File: src/rtl/core/lcdx_pkg.sv
`default_nettype none

package lcdx_pkg;

    localparam int LCDX_QUEUE_DEPTH = 2;

    // expander port bit map
    localparam logic [7:0] PIN_RS     = 8'h01;
    localparam logic [7:0] PIN_RW     = 8'h02;
    localparam logic [7:0] PIN_E      = 8'h04;
    localparam logic [7:0] NIBBLE_HI  = 8'hF0;
    localparam logic [7:0] NIBBLE_LO  = 8'h0F;
    localparam logic [7:0] SET_DDRAM  = 8'h80;
    localparam logic [7:0] MASK_RESET = 8'h08;
    localparam logic [7:0] NUM_COLS   = 8'd16;
    localparam logic [7:0] NUM_ROWS   = 8'd2;

    // port bytes per transferred lcd byte, and last step indexes
    localparam logic [3:0] STEPS_PER_BYTE = 4'd7;
    localparam logic [3:0] LAST_STEP_ONE  = 4'd6;
    localparam logic [3:0] LAST_STEP_TWO  = 4'd13;

    typedef enum logic [1:0] {
        CMD_INSTR     = 2'd0,
        CMD_DATA      = 2'd1,
        CMD_BACKLIGHT = 2'd2,
        CMD_CHAR_AT   = 2'd3
    } t_cmd;

    typedef enum logic [1:0] {
        OP_INSTR     = 2'd0,
        OP_DATA      = 2'd1,
        OP_BACKLIGHT = 2'd2,
        OP_CHAR_AT   = 2'd3
    } t_op_kind;

    typedef struct packed {
        t_op_kind   kind;
        logic [7:0] value;
        logic [7:0] addr;
    } t_op;

    // queue handshake toward the back end
    typedef struct packed {
        logic valid;
        logic full;
    } t_queue_status;

    // one step of the 4-bit write sequence applied to the port shadow
    function automatic logic [7:0] step_shadow(input logic [7:0] sh,
                                               input logic [2:0] phase,
                                               input logic [7:0] b,
                                               input logic       rs);
        logic [7:0] res;
        res = sh;
        case (phase)
            3'd0:    res = (sh & ~(PIN_RS | PIN_RW)) | (rs ? PIN_RS : 8'h00);
            3'd1:    res = (sh & NIBBLE_LO) | (b & NIBBLE_HI);
            3'd2:    res = sh | PIN_E;
            3'd3:    res = sh & ~PIN_E;
            3'd4:    res = (sh & NIBBLE_LO) | ({b[3:0], 4'h0} & NIBBLE_HI);
            3'd5:    res = sh | PIN_E;
            3'd6:    res = sh & ~PIN_E;
            default: res = sh;
        endcase
        return res;
    endfunction

endpackage

`default_nettype wire

File: src/rtl/core/lcdx_if.sv
`default_nettype none

interface lcdx_req_if;
    logic       valid;
    logic       ready;
    logic [1:0] cmd;
    logic [7:0] value;
    logic [7:0] col;
    logic [7:0] row;

    modport source (output valid, output cmd, output value, output col, output row,
                    input ready);
    modport sink   (input valid, input cmd, input value, input col, input row,
                    output ready);
endinterface

interface lcdx_port_if;
    logic       valid;
    logic       ready;
    logic [7:0] port_byte;
    logic       last;

    modport source (output valid, output port_byte, output last, input ready);
    modport sink   (input valid, input port_byte, input last, output ready);
endinterface

`default_nettype wire

File: src/rtl/core/lcdx_front.sv
`default_nettype none

module lcdx_front
    import lcdx_pkg::*;
(
    lcdx_req_if.sink     i_req,
    input  t_queue_status i_status,
    output logic          o_push,
    output t_op           o_op
);

    logic       in_range;
    logic [7:0] row_base;
    t_cmd       cmd;

    assign cmd      = t_cmd'(i_req.cmd);
    assign in_range = (i_req.col < NUM_COLS) && (i_req.row < NUM_ROWS);
    // row 0 or 1 lands at ddram offset 0x00 or 0x40
    assign row_base = {1'b0, i_req.row[0], 6'd0};

    assign i_req.ready = !i_status.full;

    // out of range char-at items are taken and dropped
    assign o_push = i_req.valid && !i_status.full && ((cmd != CMD_CHAR_AT) || in_range);

    always_comb begin
        o_op.value = i_req.value;
        o_op.addr  = SET_DDRAM | (row_base + i_req.col);
        case (cmd)
            CMD_INSTR:     o_op.kind = OP_INSTR;
            CMD_DATA:      o_op.kind = OP_DATA;
            CMD_BACKLIGHT: o_op.kind = OP_BACKLIGHT;
            CMD_CHAR_AT:   o_op.kind = OP_CHAR_AT;
            default:       o_op.kind = OP_INSTR;
        endcase
    end

endmodule

`default_nettype wire

File: src/rtl/core/lcdx_queue.sv
`default_nettype none

module lcdx_queue
    import lcdx_pkg::*;
#(
    parameter int DEPTH = LCDX_QUEUE_DEPTH
) (
    input  logic          i_clk,
    input  logic          i_rst_n,
    input  logic          i_push,
    input  t_op           i_op,
    input  logic          i_pop,
    output t_queue_status o_status,
    output t_op           o_op
);

    localparam int PW = (DEPTH > 1) ? $clog2(DEPTH) : 1;
    localparam int CW = $clog2(DEPTH + 1);

    t_op           r_mem [DEPTH];
    logic [PW-1:0] r_wr_ptr, n_wr_ptr;
    logic [PW-1:0] r_rd_ptr, n_rd_ptr;
    logic [CW-1:0] r_count, n_count;

    assign o_status.full  = (r_count == CW'(DEPTH));
    assign o_status.valid = (r_count != '0);
    assign o_op           = r_mem[r_rd_ptr];

    always_comb begin
        n_wr_ptr = r_wr_ptr;
        n_rd_ptr = r_rd_ptr;
        n_count  = r_count;
        if (i_push) begin
            n_wr_ptr = (r_wr_ptr == PW'(DEPTH - 1)) ? '0 : r_wr_ptr + 1'b1;
        end
        if (i_pop) begin
            n_rd_ptr = (r_rd_ptr == PW'(DEPTH - 1)) ? '0 : r_rd_ptr + 1'b1;
        end
        if (i_push && !i_pop) begin
            n_count = r_count + 1'b1;
        end else if (!i_push && i_pop) begin
            n_count = r_count - 1'b1;
        end
    end

    always_ff @(posedge i_clk) begin
        if (!i_rst_n) begin
            r_wr_ptr <= '0;
            r_rd_ptr <= '0;
            r_count  <= '0;
        end else begin
            r_wr_ptr <= n_wr_ptr;
            r_rd_ptr <= n_rd_ptr;
            r_count  <= n_count;
        end
    end

    always_ff @(posedge i_clk) begin
        if (i_push) begin
            r_mem[r_wr_ptr] <= i_op;
        end
    end

endmodule

`default_nettype wire

File: src/rtl/core/lcdx_back.sv
`default_nettype none

module lcdx_back
    import lcdx_pkg::*;
(
    input  logic          i_clk,
    input  logic          i_rst_n,
    input  logic          i_cfg_we,
    input  logic [7:0]    i_cfg_wdata,
    input  t_queue_status i_status,
    input  t_op           i_op,
    output logic          o_pop,
    lcdx_port_if.source   o_port
);

    logic [7:0] r_mask;
    logic [7:0] r_shadow, n_shadow;
    logic [3:0] r_step, n_step;
    logic       r_out_valid;
    logic [7:0] r_out_byte;
    logic       r_out_last;

    logic       second;
    logic [2:0] phase;
    logic [7:0] cur_byte;
    logic       cur_rs;
    logic       last_step;
    logic       fire;

    assign second = (r_step >= STEPS_PER_BYTE);
    assign phase  = second ? 3'(r_step - STEPS_PER_BYTE) : r_step[2:0];

    always_comb begin
        cur_byte  = i_op.value;
        cur_rs    = 1'b0;
        last_step = (r_step == LAST_STEP_ONE);
        case (i_op.kind)
            OP_INSTR: begin
                cur_rs = 1'b0;
            end
            OP_DATA: begin
                cur_rs = 1'b1;
            end
            OP_BACKLIGHT: begin
                last_step = 1'b1;
            end
            OP_CHAR_AT: begin
                // address write first, then the character
                cur_byte  = second ? i_op.value : i_op.addr;
                cur_rs    = second;
                last_step = (r_step == LAST_STEP_TWO);
            end
            default: begin
                cur_rs = 1'b0;
            end
        endcase

        if (i_op.kind == OP_BACKLIGHT) begin
            n_shadow = (r_shadow & ~r_mask) | ((i_op.value != 8'h00) ? r_mask : 8'h00);
        end else begin
            n_shadow = step_shadow(r_shadow, phase, cur_byte, cur_rs);
        end
        n_step = last_step ? 4'd0 : r_step + 4'd1;
    end

    // one port byte per cycle whenever the queue holds an item and the output register is free
    assign fire  = i_status.valid && (!r_out_valid || o_port.ready);
    assign o_pop = fire && last_step;

    always_ff @(posedge i_clk) begin
        if (!i_rst_n) begin
            r_mask      <= MASK_RESET;
            r_shadow    <= MASK_RESET;
            r_step      <= '0;
            r_out_valid <= 1'b0;
        end else begin
            if (i_cfg_we) begin
                r_mask <= i_cfg_wdata;
            end
            if (fire) begin
                r_shadow    <= n_shadow;
                r_step      <= n_step;
                r_out_valid <= 1'b1;
            end else if (o_port.ready) begin
                r_out_valid <= 1'b0;
            end
        end
    end

    always_ff @(posedge i_clk) begin
        if (fire) begin
            r_out_byte <= n_shadow;
            r_out_last <= last_step;
        end
    end

    assign o_port.valid     = r_out_valid;
    assign o_port.port_byte = r_out_byte;
    assign o_port.last      = r_out_last;

endmodule

`default_nettype wire

File: src/rtl/core/char_lcd_expander_sequencer.sv
// HD44780 4-bit sequencer for an 8-bit port expander (RS bit 0, RW bit 1, E bit 2, backlight
// mask, data bits 7..4). Each accepted item becomes a run of port bytes on o_port, the final one
// flagged with last: 7 bytes for a command or data byte, 1 for set backlight, 14 for a character
// at a position, none for a position off the 16x2 screen. The back-end sequencer puts out one
// port byte per cycle unless o_port.ready holds it back; the queue between the
// front end and the sequencer holds QUEUE_DEPTH items, the running one included, so up to
// QUEUE_DEPTH - 1 further items are taken while a sequence runs.
// The backlight mask register (reset 0x08) takes effect at the next set-backlight item; write
// it only while the block is idle.
`default_nettype none

module char_lcd_expander_sequencer
    import lcdx_pkg::*;
#(
    parameter int QUEUE_DEPTH = LCDX_QUEUE_DEPTH
) (
    input  logic        i_clk,
    input  logic        i_rst_n,
    input  logic        i_cfg_we,
    input  logic [7:0]  i_cfg_wdata,
    lcdx_req_if.sink    i_req,
    lcdx_port_if.source o_port
);

    t_queue_status status;
    logic          push;
    logic          pop;
    t_op           push_op;
    t_op           head_op;

    lcdx_front u_front (
        .i_req    (i_req),
        .i_status (status),
        .o_push   (push),
        .o_op     (push_op)
    );

    lcdx_queue #(
        .DEPTH (QUEUE_DEPTH)
    ) u_queue (
        .i_clk    (i_clk),
        .i_rst_n  (i_rst_n),
        .i_push   (push),
        .i_op     (push_op),
        .i_pop    (pop),
        .o_status (status),
        .o_op     (head_op)
    );

    lcdx_back u_back (
        .i_clk       (i_clk),
        .i_rst_n     (i_rst_n),
        .i_cfg_we    (i_cfg_we),
        .i_cfg_wdata (i_cfg_wdata),
        .i_status    (status),
        .i_op        (head_op),
        .o_pop       (pop),
        .o_port      (o_port)
    );

endmodule

`default_nettype wire

File: src/flat_wrapper.sv
// flat-port wrapper written by rule: the top's interface ports become plain ports
module char_lcd_expander_sequencer_flat import lcdx_pkg::*;
#(
    parameter int QUEUE_DEPTH = LCDX_QUEUE_DEPTH
)
  (i_clk, i_rst_n, i_cfg_we, i_cfg_wdata, i_req_valid, i_req_cmd, i_req_value, i_req_col, i_req_row, i_req_ready, o_port_valid, o_port_port_byte, o_port_last, o_port_ready);
  lcdx_req_if i_req_i ();
  lcdx_port_if o_port_i ();
  input  logic i_clk;
  input  logic i_rst_n;
  input  logic i_cfg_we;
  input  logic [7:0] i_cfg_wdata;
  input wire logic [$bits(i_req_i.valid)-1:0] i_req_valid;
  input wire logic [$bits(i_req_i.cmd)-1:0] i_req_cmd;
  input wire logic [$bits(i_req_i.value)-1:0] i_req_value;
  input wire logic [$bits(i_req_i.col)-1:0] i_req_col;
  input wire logic [$bits(i_req_i.row)-1:0] i_req_row;
  output wire logic [$bits(i_req_i.ready)-1:0] i_req_ready;
  output wire logic [$bits(o_port_i.valid)-1:0] o_port_valid;
  output wire logic [$bits(o_port_i.port_byte)-1:0] o_port_port_byte;
  output wire logic [$bits(o_port_i.last)-1:0] o_port_last;
  input wire logic [$bits(o_port_i.ready)-1:0] o_port_ready;
  assign i_req_i.valid = i_req_valid;
  assign i_req_i.cmd = i_req_cmd;
  assign i_req_i.value = i_req_value;
  assign i_req_i.col = i_req_col;
  assign i_req_i.row = i_req_row;
  assign i_req_ready = i_req_i.ready;
  assign o_port_valid = o_port_i.valid;
  assign o_port_port_byte = o_port_i.port_byte;
  assign o_port_last = o_port_i.last;
  assign o_port_i.ready = o_port_ready;
  char_lcd_expander_sequencer #(.QUEUE_DEPTH(QUEUE_DEPTH)) u_core (.i_clk(i_clk), .i_rst_n(i_rst_n), .i_cfg_we(i_cfg_we), .i_cfg_wdata(i_cfg_wdata), .i_req(i_req_i), .o_port(o_port_i));
endmodule
File: config.mk
export PLATFORM = sky130hd
export DESIGN_NAME = char_lcd_expander_sequencer_flat
export DESIGN_NICKNAME = d
export VERILOG_FILES = /design/src/rtl/core/lcdx_pkg.sv /design/src/rtl/core/lcdx_if.sv /design/src/rtl/core/lcdx_front.sv /design/src/rtl/core/lcdx_queue.sv /design/src/rtl/core/lcdx_back.sv /design/src/rtl/core/char_lcd_expander_sequencer.sv /design/src/flat_wrapper.sv
export SDC_FILE = /design/constraint.sdc
export NUM_CORES = 1
export LEC_CHECK = 0
export ABC_AREA = 1
export ABC_CLOCK_PERIOD_IN_PS = 2500
export BUFFER_PORTS_ARGS = -buffer_cell sky130_fd_sc_hd__buf_2
export CAP_MARGIN = 15
export CELL_PAD_IN_SITES_DETAIL_PLACEMENT = 1
export CELL_PAD_IN_SITES_GLOBAL_PLACEMENT = 2
export CORE_AREA = 2 2 99 101
export CTS_BUF_LIST = sky130_fd_sc_hd__clkbuf_4
export DETAILED_ROUTE_END_ITERATION = 8
export DIE_AREA = 0 0 101 103
export PLACE_DENSITY_LB_ADDON = 0.12
export SYNTH_ARGS = -nofsm -noshare
export SYNTH_HDL_FRONTEND = slang
export SYNTH_SLANG_ARGS = --single-unit
File: constraint.sdc
create_clock -name i_clk -period 2.5 [get_ports i_clk]
set_clock_uncertainty 0.05 [all_clocks]
set_input_delay 0.375 -clock i_clk [delete_from_list [all_inputs] [get_ports i_clk]]
set_output_delay 0.375 -clock i_clk [all_outputs]
set_load 0.03 [all_outputs]
==> impl_metrics.py, run 1 <==
metrics = {
    "worst_setup_path": {
        "crit_slowest_cell": "dfxtp_1",
        "required_ns": 2.75,
        "arrival_ns": 2.32,
        "r2r_cells": 12,
        "path_cells": "inv_2 > nand2_1 > nand2_2 > nor2_2 > inv_2 > a21oi_2 > nand2_2 > ha_1 > a21oi_1 > o21ai_0 > o21ai_0 > a21oi_1",
        "cp-start-kind": "register",
        "path_max_fanout": 5,
        "timing.rr.end": "u_core.u_queue.r_count[1]",
        "critPathKind": "register to register",
        "slowest_delay_ns": 0.42,
        "cp-end-kind": "register",
        "r2r_slack_ns": 0.43,
    },
    "global_routing": {
        "gr-usage-all-layers": 0.160,
        "grt_pass1_wl_mm": 12.6,
        "grt_max_degree": 25,
        "antenna_found_initial": 0,
        "grt_overflow_total": 0,
        "grt_pass1_vias": 2613,
    },
    "sta": {
        "setup_viol": 0,
        "slew_headroom": 0.743,
        "tightestPinTransition_ns": 0.386,
        "hold_violations": 0,
        "fmax_mhz": 483,
        "fin_crit_sh": 0.828,
        "setup-tns-final_ns": 0,
        "layout_min_cycle_time_ns": 2.07,
        "rsz0062_at_grt": "false",
        "report.final.slew_viol_count": 0,
        "holdWs_ns": 0.0950,
    },
    "route": {
        "wl_per_cell_um": 14.0,
        "drt_iter0_markers": 88,
        "routed_via_density": 4.80,
        "drc": 0,
        "ant_nets": 0,
        "dr.pass1.iters": 4,
        "wirelength_mm": 7.68,
        "vias": 2628,
    },
    "clock_tree": {
        "clk_pin_slew_ns": 0.12,
        "insertion_delay_ns": 0.41,
        "cts_sinks": 69,
        "h-tree-depth": 3,
        "cts-resized-gates": 0,
        "cts_buffer_depth": 2,
        "post_cts_buffers": 0,
        "cts_tree": "done",
        "cts-root-buf": "clkbuf_4",
        "hold_buffers": 0,
        "cts_buffers": 9,
    },
    "status": {
        "status": "finished, final reports clean",
    },
    "synthesis": {
        "ys_ff_latch": 69,
        "async_flop_share": 0,
        "syn_area_um2": 3290,
        "yosys.cell_types.count": 37,
        "synth_cells": 372,
        "ys.warnings.count": 0,
        "ys_seq_area_frac": 0.551,
        "synthFlopType": "edfxtp_1",
        "synth_edf_count": 43,
        "mappedNetlistNets": 413,
        "syn-mean-instance-area_um2": 8.85,
    },
    "floorplan": {
        "ios": 50,
        "core_area_um2": 9460,
        "fp.dieW_um": 101,
        "num_rows": 36,
        "die-area_um2": 10400,
        "start_util": 0.348,
        "die_h_um": 103,
    },
    "placed_design": {
        "port_buffers": 49,
        "placedInstanceArea_um2": 3670,
        "dp_hpwl_mm": 5.74,
        "place.gp.congestion": 0.794,
    },
    "hold_path": {
        "worstHoldEndpoint": "u_core.u_queue.r_mem[0][2]",
        "min_path_cells": 1,
        "hp-start": "i_req_col[2]",
        "worstHoldPathType": "input pin to register",
    },
    "layout": {
        "syn_to_final_growth_pct": 16.2,
        "fin_nets": 470,
        "drive_above_1_share": 0.235,
        "finish.instance_area_um2": 3820,
        "fin_util": 0.404,
        "diodes": 0,
    },
    "run": {
        "cap_viol_max_count": 0,
    },
    "power": {
        "ir_worst_vdd_mv": 0.334,
        "powerDensity_nw_per_um2": 1060,
        "leakagePower_nw": 1.71,
    },
}
-- registers in the layout (all words and copies together), names as in the netlist, 2 cells and up, named ones only --
signal,cells
u_core.u_back.o_port.port_byte,8
u_core.u_back.r_step,4
u_core.u_queue.r_mem,34
u_core.u_back.r_mask,8
u_core.u_queue.r_count,2
u_core.u_back.r_shadow,8
-- worst max-delay path: cells and delay by family, from the launching register on --
kind	cells	cell delay, ns
and+or+nand+nor	4	0.43
adders and majority gates	1	0.32
DFF	1	0.42
AOI/OAI and AO/OA	5	0.62
buffers and inverters	2	0.13
-- cells in the final DEF, fill, tap and decap left out, types with 2 or more instances in the layout --
master     Yosys  routed
buf_2          3      49
inv_2          6       6
clkinv_1       2       4
clkbuf_4       0      11
a21oi_1       25      25
dfxtp_1       26      26
nand3_1       33      33
xor2_1         4       4
or2_1          2       2
a21boi_1       2       2
a211oi_1       2       2
buf_4          0       7
o21ai_2        7       7
o21ai_0       19      19
nand2_2        7       7
nor2_1        16      16
nor4_1         2       2
nand2_1       98      98
bufinv_16      0       2
edfxtp_1      43      43
nand2_4        2       2
and2_1         2       2
a21oi_2        2       2
ha_1           2       2
nor2_2         2       2
nand3_2        2       2
nand4_1        2       2
inv_1         44      44
-- cell usage after synthesis (6+ instances only) --
cell type,instances,area [um^2]
nand2_2,7,43.8
o21ai_0,19,95.1
edfxtp_1,43,1290
a21oi_1,25,125
dfxtp_1,26,521
inv_2,6,22.5
nand3_1,33,165
nand2_1,98,368
o21ai_2,7,61.3
nor2_1,16,60.1
inv_1,44,165
-- routing by layer --
| layer | global-route usage | share of wire |
|---|---|---|
| met1 | 0.206 | 0.48 |
| met2 | 0.268 | 0.48 |
| met3 | 0.0285 | 0.029 |
| met4 | 0.0655 | 0.014 |
| met5 | 0 | 0 |
-- power breakdown --
part	total (mW)	switching [mW]	internal, mW
clock network	0.826	0.404	0.423
logic	1.60	1.10	0.502
registers	1.62	0.112	1.51
total	4.05	1.62	2.43
-- cell type report --
| cell class | instances | area [um^2] |
|---|---|---|
| clock inverters | 5 | 75.1 |
| flip-flops and latches | 69 | 1810 |
| well taps | 114 | 143 |
| multi-input cells | 240 | 1210 |
| fillers | 1134 | 5630 |
| inverters | 53 | 200 |
| clock buffers | 11 | 82.6 |
| repair buffers | 56 | 298 |
-- worst max path at each step --
stage | startpoint | to | depth (start not counted)
floorplan | i_req_col[6] | u_core.u_queue.r_mem[0][0] | 5
global placement | i_req_col[5] | u_core.u_queue.r_count[1] | 11
detailed placement | i_req_col[5] | u_core.u_queue.r_count[1] | 11
CTS | register | u_core.u_queue.r_count[1] | 12
global route | register | u_core.u_queue.r_count[1] | 12
finish | register | u_core.u_queue.r_count[1] | 12
-- through the flow --
stage               total power, mW  instances  setup slack (ns)
finish                         4.05        548             0.430
global route                   4.38        548             0.179
CTS                            4.11        548             0.409
detailed placement             3.28        532             0.418
global placement               3.24        532             0.410
floorplan                      2.83        372             0.481
-- cell families after synthesis --
group / after synthesis / share of synthesized area
AO/OA/AOI/OAI: 62 / 0.110
AND/OR/NAND/NOR: 172 / 0.241
flip-flops: 69 / 0.551
XOR/XNOR: 4 / 0.0106
adder cells (fa/ha/maj): 2 / 0.00760
buffers and inverters: 63 / 0.0802
No activity file was read; power rests on OpenSTA's default activity.
==> run 2: changes to the inputs <==
--- a/config.mk
+++ b/config.mk
@@ -6,7 +6,7 @@
 export NUM_CORES = 1
 export LEC_CHECK = 0
 export ABC_AREA = 1
-export ABC_CLOCK_PERIOD_IN_PS = 2500
+export ABC_CLOCK_PERIOD_IN_PS = 1970
 export BUFFER_PORTS_ARGS = -buffer_cell sky130_fd_sc_hd__buf_2
 export CAP_MARGIN = 15
 export CELL_PAD_IN_SITES_DETAIL_PLACEMENT = 1
==> constraint.sdc (replaced) <==
create_clock -name i_clk -period 1.97 [get_ports i_clk]
set_clock_uncertainty 0.05 [all_clocks]
set_input_delay 0.2955 -clock i_clk [delete_from_list [all_inputs] [get_ports i_clk]]
set_output_delay 0.2955 -clock i_clk [all_outputs]
set_load 0.03 [all_outputs]
==> run 2 against run 1 <==
Net effect:
- count of clock-buffer cells in the layout unchanged
- worst hold slack got worse by 0.065 ns
- clock power is 14% higher
- maximum frequency rose by 12%
- die area is the same
- via count increased by 4.1%
- highest routed layer unchanged
- final cell count is 6.6% higher
- sequential share of layout area down 4.0 points
- combinational power increased by 48%
- global-route usage increased by 0.71 points
- cell area up 9.8%
- total power increased by 32%
==> impl_metrics.py, run 2 (synthesis gave the netlist of run 1 again) <==
metrics = {
    "clock_tree": {
        "insertion_delay_ns": 0.42,
        "cts_tree": "done",
        "cts-root-buf": "clkbuf_4",
        "h-tree-depth": 3,
        "cts_buffers": 9,
        "cts_buffer_depth": 2,
        "cts_sinks": 69,
        "clk_pin_slew_ns": 0.13,
    },
    "power": {
        "pwr-share-comb": 0.441,
        "clock_power_share": 0.176,
        "leakagePower_nw": 1.89,
        "p_sw_mw": 2.17,
        "powerDensity_nw_per_um2": 1280,
        "power.total_mw": 5.36,
        "p_sw_frac": 0.405,
        "ir_worst_vdd_mv": 0.522,
        "internal_power_mw": 3.19,
        "seq_power_share": 0.383,
    },
    "placed_design": {
        "dp_hpwl_mm": 5.82,
        "place_ws_ns": -0.108,
        "placedInstanceArea_um2": 3830,
        "dp.cells": 550,
        "port_buffers": 49,
        "place.gp.congestion": 0.731,
    },
    "worst_setup_path": {
        "crit_end": "u_core.u_queue.r_count[1]",
        "path_max_fanout": 4,
        "required_ns": 2.25,
        "slowest_delay_ns": 0.37,
        "cp-startpoint": "u_core.u_back.r_step[0]",
        "r2r_slack_ns": 0.11,
        "crit_slowest_cell": "dfxtp_4",
        "path_cells": "buf_4 > inv_1 > a31oi_1 > a21oi_4 > nand2_2 > ha_4 > a21oi_1 > o21ai_1 > o21ai_1 > a21oi_1",
        "r2r_cells": 10,
        "r2r_start": "u_core.u_back.r_step[0]",
        "arrival_ns": 2.13,
        "critPathKind": "register to register",
        "cp-start-kind": "register",
        "cp-end-kind": "register",
        "timing.rr.end": "u_core.u_queue.r_count[1]",
    },
    "sta": {
        "fin_ws_ns": 0.114,
        "tightestPinTransition_ns": 0.390,
        "holdWs_ns": 0.0298,
        "report.final.slew_viol_count": 0,
        "rsz0062_at_grt": "true",
        "setup_viol": 0,
        "layout_min_cycle_time_ns": 1.86,
        "fin_crit_sh": 0.942,
        "hold_violations": 0,
        "fmax_mhz": 539,
        "slew_headroom": 0.739,
    },
    "global_routing": {
        "grt_pass1_vias": 2703,
        "grt_max_degree": 25,
        "gr-usage-all-layers": 0.167,
        "grt_overflow_total": 0,
        "antenna_found_initial": 1,
        "grt_pass1_wl_mm": 13.3,
    },
    "floorplan": {
        "fp.dieW_um": 101,
        "die-area_um2": 10400,
        "ios": 50,
        "die_h_um": 103,
        "start_util": 0.348,
        "num_rows": 36,
        "core_area_um2": 9460,
    },
    "route": {
        "dr.pass1.iters": 4,
        "vias": 2735,
        "wirelength_mm": 8.19,
        "drc": 0,
        "routed_via_density": 4.68,
        "ant_nets": 0,
        "drt_iter0_markers": 96,
        "wl_per_cell_um": 14.0,
    },
    "layout": {
        "layout_commonest_cell": "nand2_1",
        "syn_to_final_growth_pct": 27.7,
        "most-common-layout-cells": "96 x nand2_1, 49 x buf_2, 44 x inv_1, 43 x edfxtp_1, 30 x nand3_1",
        "largest_register_ffs": 34,
        "multi_input_area_um2": 1280,
        "final_cells": 584,
        "drive_above_1_share": 0.296,
        "n_fill_cell": 1136,
        "finish.instance_area_um2": 4200,
        "top_register": "u_core.u_queue.r_mem",
        "seqCellArea_um2": 1820,
        "fin_nets": 505,
    },
    "run": {
        "cap_viol_max_count": 0,
    },
    "status": {
        "status": "finished, final reports clean",
    },
    "hold_path": {
        "worstHoldPathType": "input pin to register",
    },
}
-- run 2: layout make-up --
cell class,instances,share of cell area
antenna,1,0.000596
clock buffer,11,0.0197
clock inverter,5,0.0122
inverter,53,0.0485
multi-input combinational,240,0.304
sequential,69,0.433
tap,114,0.0339
timing repair buffer,91,0.147
-- run 2: how the worst min path moves through the flow --
| stage | startpoint | endpoint | cells past startpoint | slack [ns] |
|---|---|---|---|---|
| finish | i_cfg_wdata[3] | u_core.u_back.r_mask[3] | 3 | 0.03 |
| global route | i_req_col[4] | u_core.u_queue.r_mem[1][4] | 1 | 0.005 |
| CTS | i_req_col[3] | u_core.u_queue.r_mem[0][3] | 1 | 0.0005 |
| detailed placement | u_core.u_back.r_mask[7] | u_core.u_back.r_mask[7] | 2 | 0.41 |
| global placement | u_core.u_back.r_shadow[3] | u_core.u_back.r_shadow[3] | 2 | 0.41 |
| floorplan | i_req_col[0] | u_core.u_queue.r_mem[0][0] | 0 | 0.34 |
-- run 2: power by group through the flow --
stage	clock (mW)	combinational, mW	sequential, mW
final	0.945	2.36	2.05
after global routing	1.04	2.68	2.09
after CTS	0.967	2.29	2.05
after detailed placement	0	2.24	2.08
after global placement	0	2.21	2.07
after floorplan	0	1.32	2.27
-- run 2: repair_timing --
item,4_1_cts,5_1_grt
hold buffers,10,2
buffers inserted,0,5
hold endpoints to repair,19,4
resized for setup,4,18
pin swaps,0,7
endpoints found under the setup margin,4,16
-- run 2: stage by stage --
step	util	setup TNS, ns
floorplan	-	0
global placement	0.405	0
detailed placement	0.405	-0.108
CTS	0.431	0
global route	0.444	-0.0527
finish	0.444	0
-- run 2: layer usage --
layer | vias up | global-route usage | part of all wire
met4 | 0 | 0.0748 | 0.017
met1 | 1286 | 0.221 | 0.48
met3 | 8 | 0.0278 | 0.022
li1 | 1411 | - | -
met5 | - | 0 | 0
met2 | 30 | 0.272 | 0.48
-- run 2: critical path, delay by kind of cell, from the launching register on --
family          cells  cell delay, ns
compound gates      6            0.75
flops               1            0.37
fa+ha+maj           1            0.25
buf+inv             2            0.24
simple gates        1            0.10
